File: src/hdl/slid_pkg.sv
// Shared types and constants of the sequence list block.
`default_nettype none

package slid_pkg;

  localparam int CapacityDef = 64;
  localparam int DataW       = 32;
  localparam int CountW      = 7;
  localparam int PosW        = 7;
  localparam int ActW        = 2;
  localparam int StatW       = 3;
  localparam int InTdataW    = 104;
  localparam int InTuserW    = 2;
  localparam int OutTdataW   = 32;
  localparam int OutTuserW   = 3;

  typedef enum logic [ActW-1:0] {
    ACT_APPEND  = 2'd0,
    ACT_PREPEND = 2'd1,
    ACT_REMOVE  = 2'd2,
    ACT_READ    = 2'd3
  } action_e;

  typedef enum logic [StatW-1:0] {
    STAT_ELEM   = 3'd0,
    STAT_DONE   = 3'd1,
    STAT_FULL   = 3'd2,
    STAT_BADPOS = 3'd3,
    STAT_EMPTY  = 3'd4
  } status_e;

  typedef enum logic [3:0] {
    S_INIT,
    S_IDLE,
    S_DECODE,
    S_APPEND,
    S_SHIFT,
    S_DRAIN,
    S_FILL,
    S_RD_READ,
    S_RD_LOAD,
    S_RESP
  } state_e;

  typedef enum logic [2:0] {
    IDX_HOLD,
    IDX_LAST,
    IDX_POS,
    IDX_ZERO,
    IDX_INC,
    IDX_DEC
  } idx_op_e;

  // Commands from the controller to the datapath.
  typedef struct packed {
    logic    capture;
    logic    init_wr;
    logic    ins_wr;
    logic    ins_front;
    logic    k_clr;
    logic    k_inc;
    idx_op_e idx_op;
    logic    ram_rd;
    logic    mv_rd;
    logic    mv_front;
    logic    cnt_add3;
    logic    cnt_dec;
    logic    out_load;
    logic    out_ram;
    logic    out_last;
    status_e out_status;
  } ctrl_cmd_t;

  // Status from the datapath to the controller.
  typedef struct packed {
    action_e action;
    logic    cnt_zero;
    logic    full;
    logic    pos_bad;
    logic    pos_is_last;
    logic    idx_zero;
    logic    idx_last;
    logic    k_last;
    logic    out_free;
  } dp_stat_t;

endpackage

`default_nettype wire

File: src/hdl/sequence_list_insert_delete.sv
// Top level of the sequence list block: stream ports, controller and datapath.
`default_nettype none

// Keeps an ordered list of signed 32-bit values, holding the single value 1
// after reset, and executes one command per input request: append three
// values, prepend three values, remove at a 1-based position, or read out the
// whole list. Every command answers with one status result, except a readout
// of a non-empty list, which answers with one result per element and marks
// the final one with tlast. One command is processed at a time; a request is
// taken only while the controller is idle. The list lives in a single RAM with
// one read and one write port, so a prepend moves one entry per cycle, three
// places up, and a removal moves each entry after the removed position one
// place down; a readout reads and loads one element at a time and waits while
// the output is stalled. After reset, the init state writes the initial entry
// before the first request is taken.
module sequence_list_insert_delete #(
  parameter int CAPACITY = slid_pkg::CapacityDef
) (
  input  wire logic                             clk_i,
  input  wire logic                             rst_ni,
  input  wire logic                             s_axis_tvalid,
  output logic                                  s_axis_tready,
  // value_first [31:0], value_second [63:32], value_third [95:64],
  // position [102:96], zero fill [103].
  input  wire logic [slid_pkg::InTdataW-1:0]    s_axis_tdata,
  // action [1:0].
  input  wire logic [slid_pkg::InTuserW-1:0]    s_axis_tuser,
  output logic                                  m_axis_tvalid,
  input  wire logic                             m_axis_tready,
  // element [31:0].
  output logic [slid_pkg::OutTdataW-1:0]        m_axis_tdata,
  // status [2:0].
  output logic [slid_pkg::OutTuserW-1:0]        m_axis_tuser,
  output logic                                  m_axis_tlast
);

  import slid_pkg::*;

  ctrl_cmd_t cmd;
  dp_stat_t  stat;
  status_e   status;
  logic signed [DataW-1:0] element;

  slid_ctrl u_ctrl (
    .clk_i      (clk_i),
    .rst_ni     (rst_ni),
    .in_valid_i (s_axis_tvalid),
    .in_ready_o (s_axis_tready),
    .stat_i     (stat),
    .cmd_o      (cmd)
  );

  slid_dp #(
    .CAPACITY (CAPACITY)
  ) u_dp (
    .clk_i          (clk_i),
    .rst_ni         (rst_ni),
    .cmd_i          (cmd),
    .stat_o         (stat),
    .action_i       (action_e'(s_axis_tuser)),
    .value_first_i  (s_axis_tdata[31:0]),
    .value_second_i (s_axis_tdata[63:32]),
    .value_third_i  (s_axis_tdata[95:64]),
    .position_i     (s_axis_tdata[102:96]),
    .out_ready_i    (m_axis_tready),
    .out_valid_o    (m_axis_tvalid),
    .element_o      (element),
    .status_o       (status),
    .last_o         (m_axis_tlast)
  );

  assign m_axis_tdata = element;
  assign m_axis_tuser = status;

endmodule

`default_nettype wire

File: src/hdl/slid_ram.sv
// Generic simple dual-port RAM with one write port and a registered read port.
`default_nettype none

module slid_ram #(
  parameter int WIDTH = 32,
  parameter int DEPTH = 64
) (
  input  wire logic                     clk_i,
  input  wire logic                     wr_en_i,
  input  wire logic [$clog2(DEPTH)-1:0] wr_addr_i,
  input  wire logic [WIDTH-1:0]         wr_data_i,
  input  wire logic                     rd_en_i,
  input  wire logic [$clog2(DEPTH)-1:0] rd_addr_i,
  output logic      [WIDTH-1:0]         rd_data_o
);

  logic [WIDTH-1:0] mem [DEPTH];
  logic [WIDTH-1:0] rd_data_q;

  always_ff @(posedge clk_i) begin
    if (wr_en_i) begin
      mem[wr_addr_i] <= wr_data_i;
    end
    if (rd_en_i) begin
      rd_data_q <= mem[rd_addr_i];
    end
  end

  assign rd_data_o = rd_data_q;

endmodule

`default_nettype wire

File: src/hdl/slid_ctrl.sv
// Controller state machine that sequences each list command.
`default_nettype none

module slid_ctrl (
  input  wire logic              clk_i,
  input  wire logic              rst_ni,
  input  wire logic              in_valid_i,
  output logic                   in_ready_o,
  input  wire slid_pkg::dp_stat_t stat_i,
  output slid_pkg::ctrl_cmd_t    cmd_o
);

  import slid_pkg::*;

  state_e  state_q, state_d;
  status_e resp_q, resp_d;
  logic    is_front;

  assign is_front = (stat_i.action == ACT_PREPEND);

  always_ff @(posedge clk_i or negedge rst_ni) begin
    if (!rst_ni) begin
      state_q <= S_INIT;
      resp_q  <= STAT_DONE;
    end else begin
      state_q <= state_d;
      resp_q  <= resp_d;
    end
  end

  // Next state.
  always_comb begin
    state_d = state_q;
    resp_d  = resp_q;
    unique case (state_q)
      S_INIT: state_d = S_IDLE;
      S_IDLE: begin
        if (in_valid_i) begin
          state_d = S_DECODE;
        end
      end
      S_DECODE: begin
        unique case (stat_i.action)
          ACT_APPEND: begin
            if (stat_i.full) begin
              resp_d  = STAT_FULL;
              state_d = S_RESP;
            end else begin
              state_d = S_APPEND;
            end
          end
          ACT_PREPEND: begin
            if (stat_i.full) begin
              resp_d  = STAT_FULL;
              state_d = S_RESP;
            end else if (stat_i.cnt_zero) begin
              state_d = S_FILL;
            end else begin
              state_d = S_SHIFT;
            end
          end
          ACT_REMOVE: begin
            if (stat_i.pos_bad) begin
              resp_d  = STAT_BADPOS;
              state_d = S_RESP;
            end else if (stat_i.pos_is_last) begin
              resp_d  = STAT_DONE;
              state_d = S_RESP;
            end else begin
              state_d = S_SHIFT;
            end
          end
          ACT_READ: begin
            if (stat_i.cnt_zero) begin
              resp_d  = STAT_EMPTY;
              state_d = S_RESP;
            end else begin
              state_d = S_RD_READ;
            end
          end
          default: state_d = S_IDLE;
        endcase
      end
      S_APPEND, S_FILL: begin
        if (stat_i.k_last) begin
          resp_d  = STAT_DONE;
          state_d = S_RESP;
        end
      end
      S_SHIFT: begin
        if (is_front ? stat_i.idx_zero : stat_i.idx_last) begin
          state_d = S_DRAIN;
        end
      end
      S_DRAIN: begin
        if (is_front) begin
          state_d = S_FILL;
        end else begin
          resp_d  = STAT_DONE;
          state_d = S_RESP;
        end
      end
      S_RD_READ: state_d = S_RD_LOAD;
      S_RD_LOAD: begin
        if (stat_i.out_free) begin
          state_d = stat_i.idx_last ? S_IDLE : S_RD_READ;
        end
      end
      S_RESP: begin
        if (stat_i.out_free) begin
          state_d = S_IDLE;
        end
      end
      default: state_d = S_IDLE;
    endcase
  end

  // Outputs.
  always_comb begin
    cmd_o            = '0;
    cmd_o.idx_op     = IDX_HOLD;
    cmd_o.out_status = STAT_ELEM;
    in_ready_o       = 1'b0;
    unique case (state_q)
      S_INIT: cmd_o.init_wr = 1'b1;
      S_IDLE: begin
        in_ready_o    = 1'b1;
        cmd_o.capture = in_valid_i;
      end
      S_DECODE: begin
        cmd_o.k_clr = 1'b1;
        unique case (stat_i.action)
          ACT_PREPEND: cmd_o.idx_op = IDX_LAST;
          ACT_REMOVE: begin
            cmd_o.idx_op  = IDX_POS;
            cmd_o.cnt_dec = !stat_i.pos_bad && stat_i.pos_is_last;
          end
          ACT_READ: cmd_o.idx_op = IDX_ZERO;
          default:  cmd_o.idx_op = IDX_HOLD;
        endcase
      end
      S_APPEND, S_FILL: begin
        cmd_o.ins_wr    = 1'b1;
        cmd_o.ins_front = (state_q == S_FILL);
        cmd_o.k_inc     = 1'b1;
        cmd_o.cnt_add3  = stat_i.k_last;
      end
      S_SHIFT: begin
        cmd_o.ram_rd   = 1'b1;
        cmd_o.mv_rd    = 1'b1;
        cmd_o.mv_front = is_front;
        cmd_o.idx_op   = is_front ? IDX_DEC : IDX_INC;
      end
      S_DRAIN: cmd_o.cnt_dec = !is_front;
      S_RD_READ: cmd_o.ram_rd = 1'b1;
      S_RD_LOAD: begin
        if (stat_i.out_free) begin
          cmd_o.out_load = 1'b1;
          cmd_o.out_ram  = 1'b1;
          cmd_o.out_last = stat_i.idx_last;
          cmd_o.idx_op   = IDX_INC;
        end
      end
      S_RESP: begin
        if (stat_i.out_free) begin
          cmd_o.out_load   = 1'b1;
          cmd_o.out_last   = 1'b1;
          cmd_o.out_status = resp_q;
        end
      end
      default: cmd_o.idx_op = IDX_HOLD;
    endcase
  end

endmodule

`default_nettype wire

File: src/hdl/slid_dp.sv
// Datapath: command registers, list store, counters and output register.
`default_nettype none

module slid_dp #(
  parameter int CAPACITY = slid_pkg::CapacityDef
) (
  input  wire logic                           clk_i,
  input  wire logic                           rst_ni,
  input  wire slid_pkg::ctrl_cmd_t            cmd_i,
  output slid_pkg::dp_stat_t                  stat_o,
  input  wire slid_pkg::action_e              action_i,
  input  wire logic signed [slid_pkg::DataW-1:0] value_first_i,
  input  wire logic signed [slid_pkg::DataW-1:0] value_second_i,
  input  wire logic signed [slid_pkg::DataW-1:0] value_third_i,
  input  wire logic [slid_pkg::PosW-1:0]      position_i,
  input  wire logic                           out_ready_i,
  output logic                                out_valid_o,
  output logic signed [slid_pkg::DataW-1:0]   element_o,
  output slid_pkg::status_e                   status_o,
  output logic                                last_o
);

  import slid_pkg::*;

  localparam int AW = $clog2(CAPACITY);
  localparam logic [CountW-1:0] CapC = CountW'(CAPACITY);

  action_e            act_q;
  logic [DataW-1:0]   val_a_q, val_b_q, val_c_q;
  logic [PosW-1:0]    pos_q;
  logic [CountW-1:0]  count_q, count_d;
  logic [CountW-1:0]  cnt_m1;
  logic [CountW-1:0]  cnt_p3;
  logic [AW-1:0]      idx_q, idx_d;
  logic [1:0]         k_q, k_d;
  logic               pend_q;
  logic [AW-1:0]      pend_addr_q;
  logic               out_valid_q, out_valid_d;
  logic [DataW-1:0]   out_elem_q;
  status_e            out_stat_q;
  logic               out_last_q;

  logic               wr_en;
  logic [AW-1:0]      wr_addr;
  logic [DataW-1:0]   wr_data;
  logic [DataW-1:0]   ins_data;
  logic [DataW-1:0]   rd_data;

  assign cnt_m1 = count_q - CountW'(1);
  assign cnt_p3 = count_q + CountW'(3);

  // Command capture.
  always_ff @(posedge clk_i) begin
    if (cmd_i.capture) begin
      val_a_q <= value_first_i;
      val_b_q <= value_second_i;
      val_c_q <= value_third_i;
      pos_q   <= position_i;
    end
  end

  always_ff @(posedge clk_i or negedge rst_ni) begin
    if (!rst_ni) begin
      act_q       <= ACT_APPEND;
      count_q     <= CountW'(1);
      idx_q       <= '0;
      k_q         <= '0;
      pend_q      <= 1'b0;
      out_valid_q <= 1'b0;
    end else begin
      if (cmd_i.capture) begin
        act_q <= action_i;
      end
      count_q     <= count_d;
      idx_q       <= idx_d;
      k_q         <= k_d;
      pend_q      <= cmd_i.mv_rd;
      out_valid_q <= out_valid_d;
    end
  end

  always_comb begin
    count_d = count_q;
    if (cmd_i.cnt_add3) begin
      count_d = cnt_p3;
    end else if (cmd_i.cnt_dec) begin
      count_d = cnt_m1;
    end
  end

  always_comb begin
    unique case (cmd_i.idx_op)
      IDX_LAST: idx_d = cnt_m1[AW-1:0];
      IDX_POS:  idx_d = pos_q[AW-1:0];
      IDX_ZERO: idx_d = '0;
      IDX_INC:  idx_d = idx_q + AW'(1);
      IDX_DEC:  idx_d = idx_q - AW'(1);
      default:  idx_d = idx_q;
    endcase
  end

  always_comb begin
    k_d = k_q;
    if (cmd_i.k_clr) begin
      k_d = '0;
    end else if (cmd_i.k_inc) begin
      k_d = k_q + 2'd1;
    end
  end

  // An entry read during a shift is written back in the following cycle, three
  // places up for a prepend or one place down for a removal.
  always_ff @(posedge clk_i) begin
    if (cmd_i.mv_rd) begin
      pend_addr_q <= cmd_i.mv_front ? idx_q + AW'(3) : idx_q - AW'(1);
    end
  end

  always_comb begin
    case (k_q)
      2'd0:    ins_data = val_a_q;
      2'd1:    ins_data = val_b_q;
      default: ins_data = val_c_q;
    endcase
  end

  always_comb begin
    wr_en   = pend_q | cmd_i.init_wr | cmd_i.ins_wr;
    wr_addr = '0;
    wr_data = DataW'(1);
    if (pend_q) begin
      wr_addr = pend_addr_q;
      wr_data = rd_data;
    end else if (cmd_i.ins_wr) begin
      wr_addr = cmd_i.ins_front ? AW'(k_q) : count_q[AW-1:0] + AW'(k_q);
      wr_data = ins_data;
    end
  end

  slid_ram #(
    .WIDTH (DataW),
    .DEPTH (CAPACITY)
  ) u_ram (
    .clk_i     (clk_i),
    .wr_en_i   (wr_en),
    .wr_addr_i (wr_addr),
    .wr_data_i (wr_data),
    .rd_en_i   (cmd_i.ram_rd),
    .rd_addr_i (idx_q),
    .rd_data_o (rd_data)
  );

  // Output register.
  always_comb begin
    out_valid_d = out_valid_q;
    if (cmd_i.out_load) begin
      out_valid_d = 1'b1;
    end else if (out_ready_i) begin
      out_valid_d = 1'b0;
    end
  end

  always_ff @(posedge clk_i) begin
    if (cmd_i.out_load) begin
      out_elem_q <= cmd_i.out_ram ? rd_data : '0;
      out_stat_q <= cmd_i.out_status;
      out_last_q <= cmd_i.out_last;
    end
  end

  assign out_valid_o = out_valid_q;
  assign element_o   = out_elem_q;
  assign status_o    = out_stat_q;
  assign last_o      = out_last_q;

  always_comb begin
    stat_o.action      = act_q;
    stat_o.cnt_zero    = (count_q == '0);
    stat_o.full        = (cnt_p3 > CapC);
    stat_o.pos_bad     = (pos_q == '0) || (pos_q > count_q);
    stat_o.pos_is_last = (pos_q == count_q);
    stat_o.idx_zero    = (idx_q == '0);
    stat_o.idx_last    = (idx_q == cnt_m1[AW-1:0]);
    stat_o.k_last      = (k_q == 2'd2);
    stat_o.out_free    = !out_valid_q || out_ready_i;
  end

endmodule

`default_nettype wire
File: config.mk
export PLATFORM = sky130hd
export DESIGN_NAME = sequence_list_insert_delete
export DESIGN_NICKNAME = d
export VERILOG_FILES = /design/src/hdl/slid_pkg.sv /design/src/hdl/sequence_list_insert_delete.sv /design/src/hdl/slid_ram.sv /design/src/hdl/slid_ctrl.sv /design/src/hdl/slid_dp.sv
export SDC_FILE = /design/constraint.sdc
export NUM_CORES = 2
export LEC_CHECK = 0
export BUFFER_PORTS_ARGS = -buffer_cell sky130_fd_sc_hd__buf_4
export CAP_MARGIN = 20
export CORE_UTILIZATION = 50
export CTS_CLUSTER_SIZE = 14
export DETAILED_ROUTE_END_ITERATION = 10
export HOLD_SLACK_MARGIN = 0.06
export PLACE_DENSITY = 0.73
export REMOVE_ABC_BUFFERS = 1
export SYNTH_ARGS = -nofsm -noshare
export SYNTH_HDL_FRONTEND = slang
export SYNTH_SLANG_ARGS = --single-unit
export TNS_END_PERCENT = 5
File: constraint.sdc
create_clock -name clk_i -period 4.9 [get_ports clk_i]
set_clock_uncertainty 0.1 [all_clocks]
set_input_delay 0.245 -clock clk_i [delete_from_list [all_inputs] [get_ports clk_i]]
set_output_delay 0.245 -clock clk_i [all_outputs]
set_load 0.02 [all_outputs]
Word-level counts from Yosys, hierarchy flattened:

Memories as Yosys holds them, arrays and structs flattened. A register that Yosys moved wholly into a read port is not among the register bits.
Index checks and enable logic that the tools add are counted.

* add/sub/neg operators: 7
* magnitude comparators: 2
* equality and inequality tests: 30
* multiplexer cells: 61
* bitwise logic cells: 2
* reduce and logical (&&, ||, !) cells: 23

Operators by type and width (number)
* 32-bit 2-to-1 mux: 2
* 32-bit one-hot mux with 2 select lines: 1
* 4-bit 2-to-1 mux: 12
* 4-bit one-hot mux with 8 select lines: 1
* 6-bit one-hot mux with 5 select lines: 1
* 3-bit 2-to-1 mux: 9
* 3-bit one-hot mux with 3 select lines: 3
* 6-bit 2-to-1 mux: 4
* 4-bit by 3-bit equality test with 1-bit output (second input constant): 4
* 1-bit 2-to-1 mux: 16
* 4-bit one-hot mux with 4 select lines: 1
* 7-bit zero test: 2
* 7-bit 2-to-1 mux: 2
* 2-bit 2-to-1 mux: 5
* 4-bit by 2-bit equality test with 1-bit output (second input constant): 2
* 4-bit equality test (second input constant): 2
* 2-bit inequality test (second input constant): 4
* 7-bit by 2-bit adder with 7-bit output (second input constant): 1
* 7-bit equality test: 1
* 7-bit > comparator: 1
* 7-bit > comparator (second input constant): 1
* 7-bit by 1-bit subtractor with 7-bit output (second input constant): 1
* 6-bit by 1-bit adder with 6-bit output (second input constant): 1
* 6-bit by 2-bit adder with 6-bit output: 1
* 29 further kinds: 47

* register bits: 171
* RAM bits: 2048
* input port bits: 110
* output and inout port bits: 38
* word-level logic and storage cells: 142
* memories kept: 1

Memory list
* u_dp.u_ram.mem: words 64, bits a word 32, read ports 1, clocked after Yosys merged registers in 1, write ports 1, RTL line slid_ram.sv:17 `logic [WIDTH-1:0] mem [DEPTH];`

Longest topological paths before layout:

* word-level depth: 8
* mapped depth: 11
* mapped depth without buffers: 9

By module:

A second synthesis with hierarchy kept.

* cell total of the unflattened synthesis: 4008
* area, all modules: 87058.5 sq um

Modules (own cells, without submodules)
* slid_ram: times used 1, cells an instance 3324, area each 78835.6 sq um, sequential area each 62459.9 sq um
* slid_dp: times used 1, cells an instance 580, area each 7342.0 sq um, sequential area each 4830.9 sq um
* slid_ctrl: times used 1, cells an instance 104, area each 880.8 sq um, sequential area each 176.4 sq um

Least setup slack after synthesis:

Ideal clock, no wire load.

* kind: register to register
* start point: register u_dp.k_q[1]
* end point: memory u_dp.u_ram.mem[0][10], data pin
* arrival: 4078 ps
* data required time: 4081 ps
* setup slack: 3 ps
* stages on the path, launching flop included: 8
* buffers on the path: 2
* path through: dfrtp_1 > inv_1 > ha_1 > clkbuf_1 > nor2_1 > clkbuf_1 > a21oi_1 > o31ai_1

* longest elaborated chain between the ends: 4
* elaborated cells between the ends (all ways): 5
* those cells by class: 1 x eq/ne; 3 x mux; 1 x reduce/logical

Ends and longest elaborated chain
* start, declared: RTL line slid_dp.sv:35 `logic [1:0] k_q, k_d;`
* start signal, assigned: RTL line slid_dp.sv:76 `k_q <= k_d;`
* 2-bit by 1-bit equality test with 1-bit output or 2-bit zero test (tied branches): RTL line slid_dp.sv:120 `case (k_q)`
* 32-bit one-hot mux with 2 select lines (*): RTL line slid_dp.sv:120
* 32-bit 2-to-1 mux (*): RTL line slid_dp.sv:134 `end else if (cmd_i.ins_wr) begin`
* 32-bit 2-to-1 mux (*): RTL line slid_dp.sv:131 `if (pend_q) begin`
* via u_dp.u_ram.wr_data_i[10]: RTL line slid_ram.sv:11 `input wire logic [WIDTH-1:0] wr_data_i,`
* end, declared: RTL line slid_ram.sv:17

Mark *: on every way through the listed nets, which the timed path passes. The rest lies on a longest branch.

Worst setup path in the final report:

* start point: register u_dp.count_q[0]
* end point: memory u_dp.u_ram.mem[10][6], enable pin

* longest elaborated chain between the ends: 4

Ends and longest elaborated chain
* start, declared: RTL line slid_dp.sv:31 `logic [CountW-1:0] count_q, count_d;`
* start signal, assigned: RTL line slid_dp.sv:65 `count_q <= CountW'(1);`
* start signal, assigned: RTL line slid_dp.sv:74 `count_q <= count_d;`
* 6-bit by 2-bit adder with 6-bit output: RTL line slid_dp.sv:135 `wr_addr = cmd_i.ins_front ? AW'(k_q) : count_q[AW-1:0] + AW'(k_q);`
* 6-bit 2-to-1 mux: RTL line slid_dp.sv:135
* 6-bit 2-to-1 mux: RTL line slid_dp.sv:134
* 6-bit 2-to-1 mux: RTL line slid_dp.sv:131

No other way between the ends.

==> impl_results.md <==
* CP max FO at 32
* TritonCTS clock tree: built
* Highest ir drop seen on vdd at 0.5043 mV
* Dpl cell area at about 93,000 sq um
* Count of final setup violators at 0
* Reg2Reg Capture Point: u_dp.u_ram.mem[10][6]
* Fin. Hold Viols at 0
* Row count at 152
* Total GRT Usage at about a quarter
* Area growth, synth to finish at 17.31%
* Xor and xnor fraction of the mapped netlist area at 0.3789%
* DRT iter0 DRCs at 5,496
* Maximum Capacitance Violations at 0
* Clock Latency Late Sink at 0.88 ns
* WHS Path Cells at 4
* Combinational family with the most area after synthesis: multiplexers
* Adder-Cell Fraction of Synth Area at 0.2680%
* R2R cell count at 10
* Final worst-path cycle share at 86.76%
* WL/cell at 32.14 um
* Drt total wl at approximately 220,000 um
* Die area at 175,400 sq um
* GR Util met3 at 4.886%
* Initial core utilization at 50.46%
* Gr busiest metal: met2
* Via Count at 42.62k
* Sinks on Clock Net at 2,251
* Tmin final at 4.251 ns
* Simple-gate share of the synthesized area at about 1.5%
* Status: finished clean
* R2R Path Start: u_dp.count_q[0]
* Hold Startpoint: m_axis_tready
* Num CTS Buffers at 213
* Worst slack at placement at 0.7677 ns
* Vias in the first global route at 43.67k
* Num ports at approximately 150
* Unrepaired setup endpoints after global routing: no
* Die Width at 418.8 um
* Clk slew on worst S/H paths at around 0.060 ns
* Clock root buffer: clkbuf_16
* Register area share after synthesis at 77.69%
* Via density at between 6 and 7
* End of the worst hold path: u_dp.out_valid_o
* Pwr per Cell Area at 553.9 nW/um^2
* RePlAce Congestion at 0.8772
* Core area at 172,100 sq um
* CP Data Arrival Time at 4.67 ns
* Design area at 101,900 sq um
* Commonest non-fill, non-tap cell in the layout: edfxtp_1
* Global-route wire length before repair at 312,100 um
* Crit start category: register
* Synth Area per Inst at approximately 24 sq um
* Commonest cells after routing, fill and taps aside: edfxtp_1 (2,225), mux4_2 (671), buf_4 (329)
* CP Data Required Time at ~5.3 ns
* CTS H-Tree Depth at 4
* Share of layout cells above drive strength 1 at 32.61%
* Post-synthesis compound-gate area fraction at 1.497%
* R2R Setup Slk at 0.65 ns
* EDFF count, synth at 2,225
* Crit path from: u_dp.count_q[0]
* Slew HR at 25.31%
* Most used DFF post-synth: edfxtp_1
* Post-CTS sizing at 0
* Hold WC Path Type: input port to register
* Final WS setup at 0.6488 ns
* DR pass1 iterations at 5
* Total global routing overflow at 0
* Slew at the pin closest to its max-slew limit at roughly 1.1 ns
* Type of the worst setup path: register to register
* Post-Synthesis Cells at 3,676
* Slew Limit Fails at 0
* Port buffer count at around 150
* Netlist cell types at 69
* DRC errors left at 0
* FFs w/ async S/R, synth at under 10%
* Die H at 418.8 um
* Area contributors post-synth: edfxtp_1 (77%), mux4_2 (17%), dfrtp_1 (0.69%)
* Mapped cell area at 86,840 sq um
* Highest clock rate at between 200 and 250 MHz
* P_leak at between 30 and 40 nW
* Nets at 4,402
* Post-DRT Antenna Nets at 0
* Dpl hpwl at ~120,000 um
* Met2 Use GR at 40.80%
* Flops & latches, synth at 2,251
* Initial antenna violation count at 16
* Yosys top cell area share at 76.94%
* Multiplexer share of the synthesized area at 17.49%
* Critical Path End Type: register
* Largest net degree at the start of global routing at 82
* Yosys warns at 0
* Area leader, netlist: edfxtp_1
* Met1 usage at around 34%
* CTS max path bufs at 3
[per-stage QoR]
stage,total power [mW],hold WS (ns),setup TNS [ns],utilization (%),instances
floorplan,34.36,-0.1506,-2486.53,-,3473
global placement,40.39,0.07876,0,54.06,6151
detailed placement,40.71,0.08147,0,54.06,6151
CTS,56.48,0.1908,0,59.17,6765
global route,58.16,0.2468,0,59.18,6766
finish,56.43,0.2618,0,59.19,6769
[critical path, stage by stage, from the launching register on]
cell and delay, ns:
dfstp_2 0.68, ha_1 0.23, inv_1 0.06, fa_1 0.48, inv_1 0.05, a22oi_1 0.18, a2bb2oi_1 0.65, or3_1 0.74
buf_4 0.29, nor2_4 0.04, buf_4 0.34
[final cells by class]
cell class | count | area, sq um
inverter | 23 | 88.84
tap | 2310 | 2890
multi-input combinational | 1199 | 19330
fill | 11542 | 70240
antenna | 3 | 7.507
sequential | 2251 | 67490
clock buffer | 276 | 5598
clock inverter | 121 | 1005
timing repair buffer | 586 | 5460
[how the worst max path moves through the flow]
| stage | to | cells after the start |
|---|---|---|
| 6_report | u_dp.u_ram.mem[10][6] | 10 |
| 5_1_grt | u_dp.u_ram.mem[10][26] | 10 |
| 4_1_cts | u_dp.u_ram.mem[10][13] | 10 |
| 3_5_place_dp | u_dp.u_ram.mem[10][6] | 10 |
| 3_3_place_gp | u_dp.u_ram.mem[10][6] | 10 |
| 2_1_floorplan | u_dp.idx_q[2] | 6 |
[cell usage after synthesis, types with 7 or more instances]
library cell	number
and2_1	36
nand2b_1	10
edfxtp_1	2225
nand3_1	23
ha_1	17
inv_1	21
nor3_1	11
clkbuf_1	119
a22o_1	33
xnor2_1	25
buf_4	16
nand2_1	70
o21ai_0	22
buf_1	15
nor2b_1	7
buf_2	48
dfrtp_1	24
o31ai_1	33
nor2_1	91
or3_1	7
xor2_1	10
mux4_2	671
a21oi_1	50
[power breakdown]
part | switching, mW | internal, mW
Clock | 7.03 | 8.66
Combinational | 9.23 | 6.69
Sequential | 0.854 | 24.0
[routing by layer]
layer / vias up / wire [um]
li1: 16966 / -
met1: 22734 / 79920
met2: 2529 / 107900
met3: 389 / 21070
met4: 4 / 8610
met5: - / 34
[registers in the layout (all words and copies together) (netlist names), 3 cells and up]
register,cells
u_dp.pos_q,7
u_dp.count_q,7
u_dp.u_ram.rd_data_o,32
u_dp.pend_addr_q,6
u_dp.idx_q,6
u_dp.val_b_q,32
u_ctrl.resp_q,3
u_dp.u_ram.mem,2048
u_ctrl.state_q,4
u_dp.status_o,3
u_dp.val_c_q,32
u_dp.val_a_q,32
u_dp.element_o,32
[what timing repair did]
item | CTS | global route
buffers inserted | 0 | 0
endpoints found under the setup margin | 0 | 0
hold buffers | 217 | 0
hold endpoints to repair | 135 | 0
[cells by family (layout without fill, tap and decap cells)]
logic type / count (synthesis) / after routing
AOI/OAI and AO/OA: 191 / 191
muxes: 678 / 678
xor gates and xnor gates: 36 / 36
adders and majority gates: 18 / 18
and+or+nand+nor: 276 / 276
buffers and inverters: 226 / 1006
other: 0 / 3
DFF: 2251 / 2251
No activity file was read; power rests on OpenSTA's default activity.
